$ cat src/spq_pkg.sv
// ----------------------------------------------------------------------------
// Sorted priority queue package
// Capacity, widths, command and status codes, and shared types.
// ----------------------------------------------------------------------------
package spq_pkg;

	// Number of entry cells in the chain.
	localparam int DEPTH = 16;
	// Width of the held count, able to hold DEPTH itself.
	localparam int CNT_W = $clog2(DEPTH + 1);

	// Command codes.
	localparam logic CMD_INSERT = 1'b0;
	localparam logic CMD_REMOVE = 1'b1;

	// Result status codes.
	localparam logic [1:0] ST_OK    = 2'd0;
	localparam logic [1:0] ST_FULL  = 2'd1;
	localparam logic [1:0] ST_EMPTY = 2'd2;

	// One stored queue entry.
	typedef struct packed {
		logic [7:0] id;
		logic [7:0] prio;
	} entry_t;

	// Per-cell control from the queue controller.
	typedef struct packed {
		logic ins;     // insert moves through the chain this cycle
		logic rem;     // remove shifts the chain toward the head
		logic occ;     // this cell holds a live entry
		logic left_gt; // the new entry also outranks the left neighbor
	} cell_ctrl_t;

endpackage

$ cat src/spq_in_if.sv
// ----------------------------------------------------------------------------
// Queue command channel
// Valid/ready channel carrying one insert or remove command.
// ----------------------------------------------------------------------------
interface spq_in_if;
	logic       valid;
	logic       ready;
	logic       cmd;
	logic [7:0] process_id;
	logic [7:0] process_priority;

	modport source (output valid, cmd, process_id, process_priority, input ready);
	modport sink (input valid, cmd, process_id, process_priority, output ready);
endinterface

$ cat src/spq_out_if.sv
// ----------------------------------------------------------------------------
// Queue result channel
// Valid/ready channel carrying one status and popped entry per command.
// ----------------------------------------------------------------------------
interface spq_out_if;
	logic       valid;
	logic       ready;
	logic [1:0] status;
	logic [7:0] popped_id;
	logic [7:0] popped_priority;
	logic [4:0] entry_count;

	modport source (output valid, status, popped_id, popped_priority, entry_count,
		input ready);
	modport sink (input valid, status, popped_id, popped_priority, entry_count,
		output ready);
endinterface

$ cat src/spq_cell.sv
// ----------------------------------------------------------------------------
// Sorted queue cell
// Holds one entry; on insert it keeps, takes the new entry or takes its left
// neighbor, and on remove it takes its right neighbor.
// ----------------------------------------------------------------------------
module spq_cell
	import spq_pkg::*;
(
	input  logic       clk,
	input  cell_ctrl_t ctrl,
	input  entry_t     new_entry,
	input  entry_t     left_entry,
	input  entry_t     right_entry,
	output entry_t     entry,
	output logic       gt
);

	entry_t entry_q;

	// The new entry lands at or before this cell when the cell is empty or
	// strictly outranked; equal priority stays ahead of the newcomer.
	assign gt = !ctrl.occ || (new_entry.prio > entry_q.prio);

	// Entry storage: shift right on insert, shift left on remove.
	always_ff @(posedge clk) begin
		if (ctrl.ins && gt) begin
			entry_q <= ctrl.left_gt ? left_entry : new_entry;
		end else if (ctrl.rem) begin
			entry_q <= right_entry;
		end
	end

	assign entry = entry_q;

endmodule

$ cat src/sorted_priority_ready_queue_unit.sv
// ----------------------------------------------------------------------------
// Sorted priority ready queue
// Priority queue of process entries held in a row of cells, sorted by
// descending priority with ties in arrival order.
//
//   Channel  Direction  Carries
//   in_ch    sink       cmd, process_id, process_priority
//   out_ch   source     status, popped_id, popped_priority, entry_count
//
// Every cell compares the new priority with its own at once and the chain
// shifts in the same cycle as the transfer, so one command per cycle is
// sustained while results are taken. The result is registered and appears in
// the cycle after the transfer. The output register frees in the cycle it is
// taken, so a stalled result only holds off the next command. Reset empties
// the queue at once; no clearing pass is needed.
// ----------------------------------------------------------------------------
module sorted_priority_ready_queue_unit
	import spq_pkg::*;
(
	input  logic      clk,
	input  logic      arst_n,
	spq_in_if.sink    in_ch,
	spq_out_if.source out_ch
);

	logic [CNT_W-1:0] count_q;
	logic [CNT_W-1:0] count_next;
	logic             out_valid_q;
	logic [1:0]       status_q;
	entry_t           popped_q;
	logic [4:0]       entry_count_q;

	logic       accept;
	logic       full;
	logic       empty;
	logic       do_ins;
	logic       do_rem;
	logic [1:0] status_next;
	entry_t     new_entry;

	entry_t     cell_entry [DEPTH];
	logic       cell_gt [DEPTH];
	cell_ctrl_t cell_ctrl [DEPTH];

	// A command is taken whenever the result register is free or being drained.
	assign in_ch.ready = !out_valid_q || out_ch.ready;
	assign accept      = in_ch.valid && in_ch.ready;

	assign full   = (count_q == CNT_W'(DEPTH));
	assign empty  = (count_q == '0);
	assign do_ins = accept && (in_ch.cmd == CMD_INSERT) && !full;
	assign do_rem = accept && (in_ch.cmd == CMD_REMOVE) && !empty;

	assign new_entry.id   = in_ch.process_id;
	assign new_entry.prio = in_ch.process_priority;

	// Cell row with neighbor links; the ends see an empty neighbor.
	for (genvar i = 0; i < DEPTH; i++) begin : g_cell
		assign cell_ctrl[i].ins     = do_ins;
		assign cell_ctrl[i].rem     = do_rem;
		assign cell_ctrl[i].occ     = (count_q > CNT_W'(i));
		if (i == 0) begin : g_head
			assign cell_ctrl[i].left_gt = 1'b0;
		end else begin : g_body
			assign cell_ctrl[i].left_gt = cell_gt[i-1];
		end

		spq_cell u_cell (
			.clk         (clk),
			.ctrl        (cell_ctrl[i]),
			.new_entry   (new_entry),
			.left_entry  ((i == 0) ? entry_t'('0) : cell_entry[(i == 0) ? 0 : i-1]),
			.right_entry ((i == DEPTH-1) ? entry_t'('0)
				: cell_entry[(i == DEPTH-1) ? i : i+1]),
			.entry       (cell_entry[i]),
			.gt          (cell_gt[i])
		);
	end

	// Count after this command and its status.
	always_comb begin
		count_next  = count_q;
		status_next = ST_OK;
		if (do_ins) begin
			count_next = count_q + CNT_W'(1);
		end else if (do_rem) begin
			count_next = count_q - CNT_W'(1);
		end
		if (in_ch.cmd == CMD_INSERT) begin
			status_next = full ? ST_FULL : ST_OK;
		end else begin
			status_next = empty ? ST_EMPTY : ST_OK;
		end
	end

	// Control state: held count and result valid.
	always_ff @(posedge clk or negedge arst_n) begin
		if (!arst_n) begin
			count_q     <= '0;
			out_valid_q <= 1'b0;
		end else begin
			if (accept) begin
				count_q <= count_next;
			end
			if (accept) begin
				out_valid_q <= 1'b1;
			end else if (out_ch.ready) begin
				out_valid_q <= 1'b0;
			end
		end
	end

	// Result payload register, loaded on each command transfer.
	always_ff @(posedge clk) begin
		if (accept) begin
			status_q      <= status_next;
			popped_q      <= do_rem ? cell_entry[0] : entry_t'('0);
			entry_count_q <= 5'(count_next);
		end
	end

	assign out_ch.valid           = out_valid_q;
	assign out_ch.status          = status_q;
	assign out_ch.popped_id       = popped_q.id;
	assign out_ch.popped_priority = popped_q.prio;
	assign out_ch.entry_count     = entry_count_q;

endmodule

$ cat src/flat_wrapper.sv
// flat-port wrapper written by rule: the top's interface ports become plain ports
module sorted_priority_ready_queue_unit_flat import spq_pkg::*;
  (clk, arst_n, in_ch_valid, in_ch_cmd, in_ch_process_id, in_ch_process_priority, in_ch_ready, out_ch_valid, out_ch_status, out_ch_popped_id, out_ch_popped_priority, out_ch_entry_count, out_ch_ready);
  spq_in_if in_ch_i ();
  spq_out_if out_ch_i ();
  input  logic clk;
  input  logic arst_n;
  input wire logic [$bits(in_ch_i.valid)-1:0] in_ch_valid;
  input wire logic [$bits(in_ch_i.cmd)-1:0] in_ch_cmd;
  input wire logic [$bits(in_ch_i.process_id)-1:0] in_ch_process_id;
  input wire logic [$bits(in_ch_i.process_priority)-1:0] in_ch_process_priority;
  output wire logic [$bits(in_ch_i.ready)-1:0] in_ch_ready;
  output wire logic [$bits(out_ch_i.valid)-1:0] out_ch_valid;
  output wire logic [$bits(out_ch_i.status)-1:0] out_ch_status;
  output wire logic [$bits(out_ch_i.popped_id)-1:0] out_ch_popped_id;
  output wire logic [$bits(out_ch_i.popped_priority)-1:0] out_ch_popped_priority;
  output wire logic [$bits(out_ch_i.entry_count)-1:0] out_ch_entry_count;
  input wire logic [$bits(out_ch_i.ready)-1:0] out_ch_ready;
  assign in_ch_i.valid = in_ch_valid;
  assign in_ch_i.cmd = in_ch_cmd;
  assign in_ch_i.process_id = in_ch_process_id;
  assign in_ch_i.process_priority = in_ch_process_priority;
  assign in_ch_ready = in_ch_i.ready;
  assign out_ch_valid = out_ch_i.valid;
  assign out_ch_status = out_ch_i.status;
  assign out_ch_popped_id = out_ch_i.popped_id;
  assign out_ch_popped_priority = out_ch_i.popped_priority;
  assign out_ch_entry_count = out_ch_i.entry_count;
  assign out_ch_i.ready = out_ch_ready;
  sorted_priority_ready_queue_unit u_core (.clk(clk), .arst_n(arst_n), .in_ch(in_ch_i), .out_ch(out_ch_i));
endmodule
$ cat config.mk
export PLATFORM = sky130hd
export DESIGN_NAME = sorted_priority_ready_queue_unit_flat
export DESIGN_NICKNAME = d
export VERILOG_FILES = /design/src/spq_pkg.sv /design/src/spq_in_if.sv /design/src/spq_out_if.sv /design/src/spq_cell.sv /design/src/sorted_priority_ready_queue_unit.sv /design/src/flat_wrapper.sv
export SDC_FILE = /design/constraint.sdc
export NUM_CORES = 1
export LEC_CHECK = 0
export BUFFER_PORTS_ARGS = -buffer_cell sky130_fd_sc_hd__buf_2
export CORE_MARGIN = 2
export CORE_UTILIZATION = 50
export DETAILED_ROUTE_END_ITERATION = 16
export PLACE_DENSITY = 0.76
export SETUP_SLACK_MARGIN = 0.5
export SLEW_MARGIN = 15
export SYNTH_ARGS = -nofsm -noshare
export SYNTH_HDL_FRONTEND = slang
export SYNTH_HIERARCHICAL = 1
export SYNTH_SLANG_ARGS = --single-unit
export TNS_END_PERCENT = 10
$ cat constraint.sdc
create_clock -name clk -period 3.6 [get_ports clk]
set_input_delay 0.72 -clock clk [delete_from_list [all_inputs] [get_ports clk]]
set_output_delay 0.72 -clock clk [all_outputs]
set_load 0.03 [all_outputs]
==> results of run 1 <==
-- final cells by class --
type | instances | area, um2 | share of cell area (%)
Multi-Input combinational cell | 1005 | 10300 | 46.9
Sequential cell | 285 | 8530 | 39.0
Clock buffer | 42 | 817 | 3.74
Timing Repair Buffer | 102 | 743 | 3.40
Inverter | 183 | 714 | 3.27
Tap cell | 518 | 648 | 2.97
Clock inverter | 12 | 140 | 0.641
-- metal layers --
metal,share of wire (%),wire length (um),vias to the layer above
li1,-,-,5691
met1,45,17400,5614
met2,50,19400,155
met3,2.9,1120,80
met4,2.6,1010,0
met5,0,0,-
-- registers in the layout (all words and copies together), names as in the netlist --
name                           flops
u_core/out_ch.popped_priority      8
u_core/out_ch.valid                1
u_core/out_ch.status               2
u_core/out_ch.popped_id            8
u_core/out_ch.entry_count          5
u_core/g_cell.u_cell/entry       256
u_core/count_q                     5
-- what timing repair did --
action                     CTS  global route
setup endpoints to repair  438           476
setup buffers                5             4
resized for setup            9             9
hold endpoints to repair     6             0
hold buffers                 1             0
pin swaps                    1             1
-- placed cells by master (no fill, tap or decap), types with 2 or more instances in the layout --
| cell type | n |
|---|---|
| a21oi_1 | 19 |
| nand3_1 | 16 |
| nand2b_1 | 2 |
| dfrtp_2 | 3 |
| o21bai_1 | 16 |
| clkinvlp_4 | 6 |
| o21ai_0 | 55 |
| bufinv_16 | 3 |
| and2_1 | 18 |
| a21o_1 | 16 |
| clkbuf_16 | 31 |
| and3_1 | 2 |
| ha_1 | 134 |
| a22oi_2 | 2 |
| or2_2 | 16 |
| clkinv_1 | 2 |
| nand2_1 | 38 |
| mux2i_1 | 2 |
| nor2_1 | 5 |
| nor2b_1 | 34 |
| mux2_4 | 144 |
| xnor2_1 | 7 |
| nor3_2 | 4 |
| conb_1 | 33 |
| a211oi_4 | 16 |
| a211oi_1 | 17 |
| clkbuf_1 | 11 |
| dfrtp_1 | 3 |
| nand4_1 | 16 |
| nor3_1 | 14 |
| inv_1 | 176 |
| mux2_2 | 352 |
| buf_4 | 49 |
| edfxtp_1 | 279 |
| buf_2 | 45 |
| inv_6 | 3 |
| buf_12 | 7 |
| a21o_2 | 15 |
| clkinv_2 | 5 |
-- worst reg2reg max path, stage by stage, from the launching register on --
cell,delay [ns]
dfrtp_2,0.50
nor3_1,0.34
o21ai_0,0.26
nor2b_1,0.19
o21ai_0,0.11
inv_1,0.14
a21o_2,0.20
inv_1,0.45
mux2_2,0.40
mux2_2,0.27
-- stage by stage --
| step | utilization (%) | cells | hold slack (ns) |
|---|---|---|---|
| floorplan | - | 1527 | 0.424 |
| global placement | 53.4 | 2083 | 0.528 |
| detailed placement | 53.4 | 2083 | 0.537 |
| CTS | 56.1 | 2143 | 0.370 |
| global route | 56.3 | 2147 | 0.414 |
| finish | 56.3 | 2147 | 0.392 |
-- power breakdown --
group / leakage [uW] / internal [uW] / switching, uW
clock network: 0.000469 / 1790 / 1280
registers: 0.00269 / 4510 / 402
logic: 0.00571 / 2840 / 2520
-- how the worst max path moves through the flow --
stage	to	cells past startpoint	slack, ns	from
after CTS	u_core/g_cell[3].u_cell/entry[9]	9	0.38	u_core/count_q[0]
final	u_core/g_cell[4].u_cell/entry[5]	9	0.49	u_core/count_q[2]
after floorplan	u_core/g_cell[11].u_cell/entry[10]	10	0.50	in_ch_process_priority[3]
after global routing	u_core/g_cell[2].u_cell/entry[4]	10	0.38	u_core/count_q[1]
after global placement	u_core/g_cell[1].u_cell/entry[14]	9	0.07	in_ch_process_priority[2]
after detailed placement	u_core/g_cell[1].u_cell/entry[15]	9	0.03	in_ch_process_priority[2]
==> parameters.txt, run 1 <==
Parameter                              Value

Worst setup path
  Slowest stage delay, CP    0.50 ns
  Setup crit end kind    flip-flop
  Maximum fanout count along the critical path    17
  Type of element launching the critical path    flip-flop
  CP required    roughly 4 ns
  Worst Path Buf+Inv    2
  Worst-case register-to-register setup slack    0.49 ns
  Startpoint of the worst register-to-register path    u_core/count_q[2]
  Cell type group with the largest total delay on the critical path    multiplexers
  Cell-by-cell listing of the critical path    nor3_1 -> o21ai_0 -> nor2b_1 -> o21ai_0 -> inv_1 -> a21o_2 -> inv_1 -> mux2_2 -> mux2_2
  Arrival @ worst endpoint    3.43 ns
  Endpoint of the worst-slack reg-to-reg timing path    u_core/g_cell[4].u_cell/entry[5]
  Classification of the worst setup path    reg -> reg
  Critical Path Slowest Stage Cell    dfrtp_2
  Worst reg-to-reg path cell count    9

Route
  Detailed-route via count    roughly 12,000
  Antenna violation net count after detailed routing    0
  Avg WL per Cell    18.1 um
  Number of DRC markers after the initial detailed-route iteration    479
  Number of DRC violations after detailed routing    0
  Detail-routed via count per cell    5.37
  Wirelength, routed    39,000 um
  First-pass DRT Iterations    4

Floorplan
  Area of the die    approximately 41,000 um2
  Number of placement rows    between 70 and 80
  Vertical die dimension    203 um
  Number of top-level design ports    46
  Initial core utilization    between 50 and 60%
  Horiz. Die Dim    203 um
  Floorplan core area    38,800 um2

Power and ir drop
  Largest voltage drop on the vdd net    about 0.40 mV
  Pwr dens    611 nW/um2
  Leak pwr    0.00887 uW
  Overall power after layout    about 13,000 uW

STA
  Max transition margin    54.9%
  Min Tclk post-route    3.11 ns
  Share of the cycle needed by the critical path after routing    86.5%
  Final count of hold timing violations    0
  Sum Neg Setup Slack    0 ns
  Achievable frequency    0.321 GHz
  Final Max Tran Viols    0
  Unrepaired setup endpoints after global routing    yes
  Setup Skew    0.0131 ns
  Number of setup violations in the final report    0
  Actual transition at the worst max-transition pin    approximately 0.68 ns
  Fin worst setup slack    0.488 ns

Layout
  Net count reported at finish    1,763
  Design Area, Final    21,800 um2
  Fill cells    3,182
  Area growth syn-to-layout    10.4%
  Antenna cells    0
  Ratio of cells with drive above 1 in the final layout    a little over two fifths

Status
  Result of the run    completed

Global route
  Largest net degree at the start of global routing    38
  Met2 GRT Util    34.5%
  Wire length of the first global-routing pass    64,100 um
  Global-route usage over all layers    19.0%
  Global route hottest layer    met2
  Vias in the first global route    between 10,000 and 15,000
  Global routing usage on met3    2.41%
  M1 GR Usage    23.9%
  Total congestion overflow    0
  Initial antenna violation count    1

Logic synthesis
  Post-Syn Instances    1,495
  Mean instance size in the synthesized netlist    around 13 um2
  Post-synthesis instance area    between 15,000 and 20,000 um2
  Yosys warns    6

Hold path
  Type of the tightest min-delay check    in -> reg
  Number of instances on the worst hold path    2
  Capture endpoint of the worst hold path    u_core/out_ch.valid
  Launch point of the worst hold path    in_ch_valid

CTS
  Clk slew on worst S/H paths    approximately 0.060 ns
  Clock net sink count    285
  Number of buffers inserted during clock tree synthesis    31
  Number of buffers on the longest clock path    3
  TritonCTS clock tree    built
  Clock network latency to the later pin of the worst-skew pair    between 0.5 and 0.6 ns
  CTS root buffer    clkbuf_16
  Clock H-tree levels    1

Placed design
  Area after detailed placement    20,700 um2
  Count of port buffers added during placement    45
  Global placer's final weighted congestion    roughly 0.84
  Worst slack at placement    0.0328 ns
  Half-perimeter wire length after detailed placement    30,400 um

Flow run
  Number of max-capacitance violations reported    0
Note: power is estimated with default switching activity, not from simulation.
==> inputs of run 2 (changes only) <==
ABC_AREA = 1   (was not set)
CORE_UTILIZATION = 39   (was 50)
PLACE_DENSITY = 0.64   (was 0.76)
REMOVE_ABC_BUFFERS = 1   (was not set)
==> parameters.txt, run 2 <==
Parameter                              Value

Worst setup path
  Type of element launching the critical path    flip-flop
  Maximum fanout count along the critical path    36
  Startpoint of the worst register-to-register path    u_core/count_q[0]
  Classification of the worst setup path    reg -> reg
  Setup crit end kind    flip-flop
  Arrival @ worst endpoint    a little over 3 ns
  Endpoint of the worst-slack reg-to-reg timing path    u_core/g_cell[2].u_cell/entry[9]
  Worst reg-to-reg path cell count    9
  CP required    about 3.8 ns
  Worst-case register-to-register setup slack    0.77 ns

Layout
  Antenna cells    0
  Final core utilization    43.7%
  Leading cell type in the layout, fill and taps excluded    nand2_1
  Area growth syn-to-layout    10.2%
  Ratio of cells with drive above 1 in the final layout    between 10% and 20%
  Most used cells in the layout excluding fill and tap cells    nand2_1 (731), edfxtp_1 (279), nand3_1 (265)
  Multi-input combinational cell area    10,000 um2
  Net count reported at finish    2,420
  Max FFs per register    ~260
  Fill cells    4,777
  Design Area, Final    22,000 um2
  Sequential standard cell area    8530 um2

Logic synthesis
  Yosys warns    6
  Fraction of synthesized cell area taken by the top area cell type    41.9%
  Synth area leaders    edfxtp_1 (42%), nand2_1 (14%), mux2_2 (14%)
  Cell with the most instances after synthesis    nand2_1
  Mean instance size in the synthesized netlist    9.05 um2
  Proportion of synthesized chip area in sequential cells    42.7%
  Async S/R FF share, synth    between 2 and 2.5%
  Library cell with the largest summed area after synthesis    edfxtp_1
  Post-Syn Instances    2,208
  Predominant post-synthesis flop cell    edfxtp_1
  Number of storage elements in the synthesis netlist    285
  Number of enable-type register cells in the synthesized netlist    279
  Leading cell types by count after synthesis    nand2_1 (731), edfxtp_1 (279), nand3_1 (265)
  Post-synthesis instance area    20,000 um2
  Count of distinct cell types in the synthesized netlist    33

STA
  Achievable frequency    0.353 GHz
  Final count of hold timing violations    0
  Share of the cycle needed by the critical path after routing    78.6%
  Final Max Tran Viols    0
  Unrepaired setup endpoints after global routing    no
  Max transition margin    40.9%
  Actual transition at the worst max-transition pin    0.886 ns
  Setup Skew    0.0101 ns
  Number of setup violations in the final report    0
  Min Tclk post-route    2.83 ns
  Worst hold slack across all endpoints    0.0147 ns

Global route
  Initial antenna violation count    0
  Largest net degree at the start of global routing    51
  Total congestion overflow    0
  Global-route usage over all layers    18.9%
  Vias in the first global route    15,600
  Wire length of the first global-routing pass    81,200 um

Power and ir drop
  Share of power burned in registers    a little over a third
  Pwr dens    667 nW/um2
  Share of total power consumed by net switching    36.9%
  Fraction of power consumed by the clock network    25.2%
  Leak pwr    about 0.010 uW
  Largest voltage drop on the vdd net    0.286 mV
  Internal portion of total power    9260 uW
  Overall power after layout    14,700 uW
  Comb power frac    39.7%
  Net switching power of the design    around 5400 uW

Floorplan
  Number of top-level design ports    46
  Horiz. Die Dim    230 um
  Vertical die dimension    between 200 and 250 um
  Floorplan core area    roughly 50,000 um2
  Initial core utilization    39.7%
  Number of placement rows    82
  Area of the die    53,000 um2

Hold path
  Type of the tightest min-delay check    in -> async

Route
  First-pass DRT Iterations    6
  Wirelength, routed    51,500 um
  Detail-routed via count per cell    between 5 and 6
  Number of DRC markers after the initial detailed-route iteration    1,337
  Avg WL per Cell    17.4 um
  Number of DRC violations after detailed routing    0
  Antenna violation net count after detailed routing    0
  Detailed-route via count    between 15,000 and 20,000

Placed design
  Area after detailed placement    roughly 21,000 um2
  Count of port buffers added during placement    45
  Half-perimeter wire length after detailed placement    about 36,000 um
  Global placer's final weighted congestion    0.853

CTS
  Clock net sink count    about 290
  CTS root buffer    clkbuf_16
  TritonCTS clock tree    built
  Number of buffers inserted during clock tree synthesis    34
  Clock H-tree levels    2
  Clock network latency to the later pin of the worst-skew pair    approximately 0.52 ns
  Number of buffers on the longest clock path    3
  Clk slew on worst S/H paths    0.06 ns

Status
  Result of the run    completed

Flow run
  Number of max-capacitance violations reported    0
[run 2: final cells by class]
class	count	area share [%]
clock buffer	43	4.35
clock inverter	18	1.07
inverter	223	3.86
multi-input combinational	1631	45.5
sequential	285	38.8
tap	672	3.82
timing repair buffer	89	2.64
timing repair inverter	1	0.0398
[run 2: worst max-delay path by stage]
stage	startpoint	endpoint	slack (ns)	depth (start not counted)
final	u_core/count_q[0]	u_core/g_cell[2].u_cell/entry[9]	0.77	9
after global routing	u_core/count_q[0]	u_core/g_cell[2].u_cell/entry[10]	0.54	9
after CTS	u_core/count_q[0]	u_core/g_cell[5].u_cell/entry[13]	0.65	9
after detailed placement	in_ch_process_priority[5]	u_core/g_cell[2].u_cell/entry[7]	0.27	11
after global placement	in_ch_process_priority[5]	u_core/g_cell[3].u_cell/entry[6]	0.33	12
after floorplan	in_ch_valid	u_core/g_cell[0].u_cell/entry[0]	-4.79	6
[run 2: cell families after synthesis]
| group | synth area share, % |
|---|---|
| AOI/OAI and AO/OA | 2.16 |
| xor gates and xnor gates | 0.175 |
| adders and majority gates | 8.39 |
| buffers and inverters | 7.90 |
| DFF | 42.7 |
| muxes | 13.5 |
| other | 0.0188 |
| and+or+nand+nor | 25.1 |
[run 2: routing by layer]
metal / part of all wire [%] / GRT usage, %
met3: 5.4 / 2.93
met1: 43 / 24.1
met2: 48 / 32.2
met4: 3.5 / 7.10
met5: 0 / 0
[run 2: worst max-delay path, cell delays in order (launching register included)]
cell and delay [ns]:
dfrtp_1 0.52, inv_1 0.21, ha_1 0.30, nand3_1 0.19
nand3_4 0.23, clkinv_8 0.23, buf_12 0.26, nand2_4 0.18
nand2_1 0.10, buf_4 0.26
[run 2: power by group through the flow]
stage	Clock (uW)	Combinational [uW]	Sequential [uW]
6_report	3700	5830	5150
5_1_grt	3870	6410	5220
4_1_cts	3760	5790	5150
3_5_place_dp	0	5750	5210
3_3_place_gp	0	5620	5210
2_1_floorplan	0	4290	5040
[run 2: per-stage QoR]
stage	setup TNS [ns]	setup WS, ns	instances
after floorplan	-2327.09	-4.79	2139
after global placement	0	0.333	2900
after detailed placement	0	0.274	2900
after CTS	0	0.654	2961
after global routing	0	0.537	2962
final	0	0.769	2962
[run 2: what timing repair did]
action | in CTS | in global routing
hold buffers | 0 | 0
setup buffers | 0 | 0
resized for setup | 0 | 2
endpoints found under the setup margin | 0 | 118
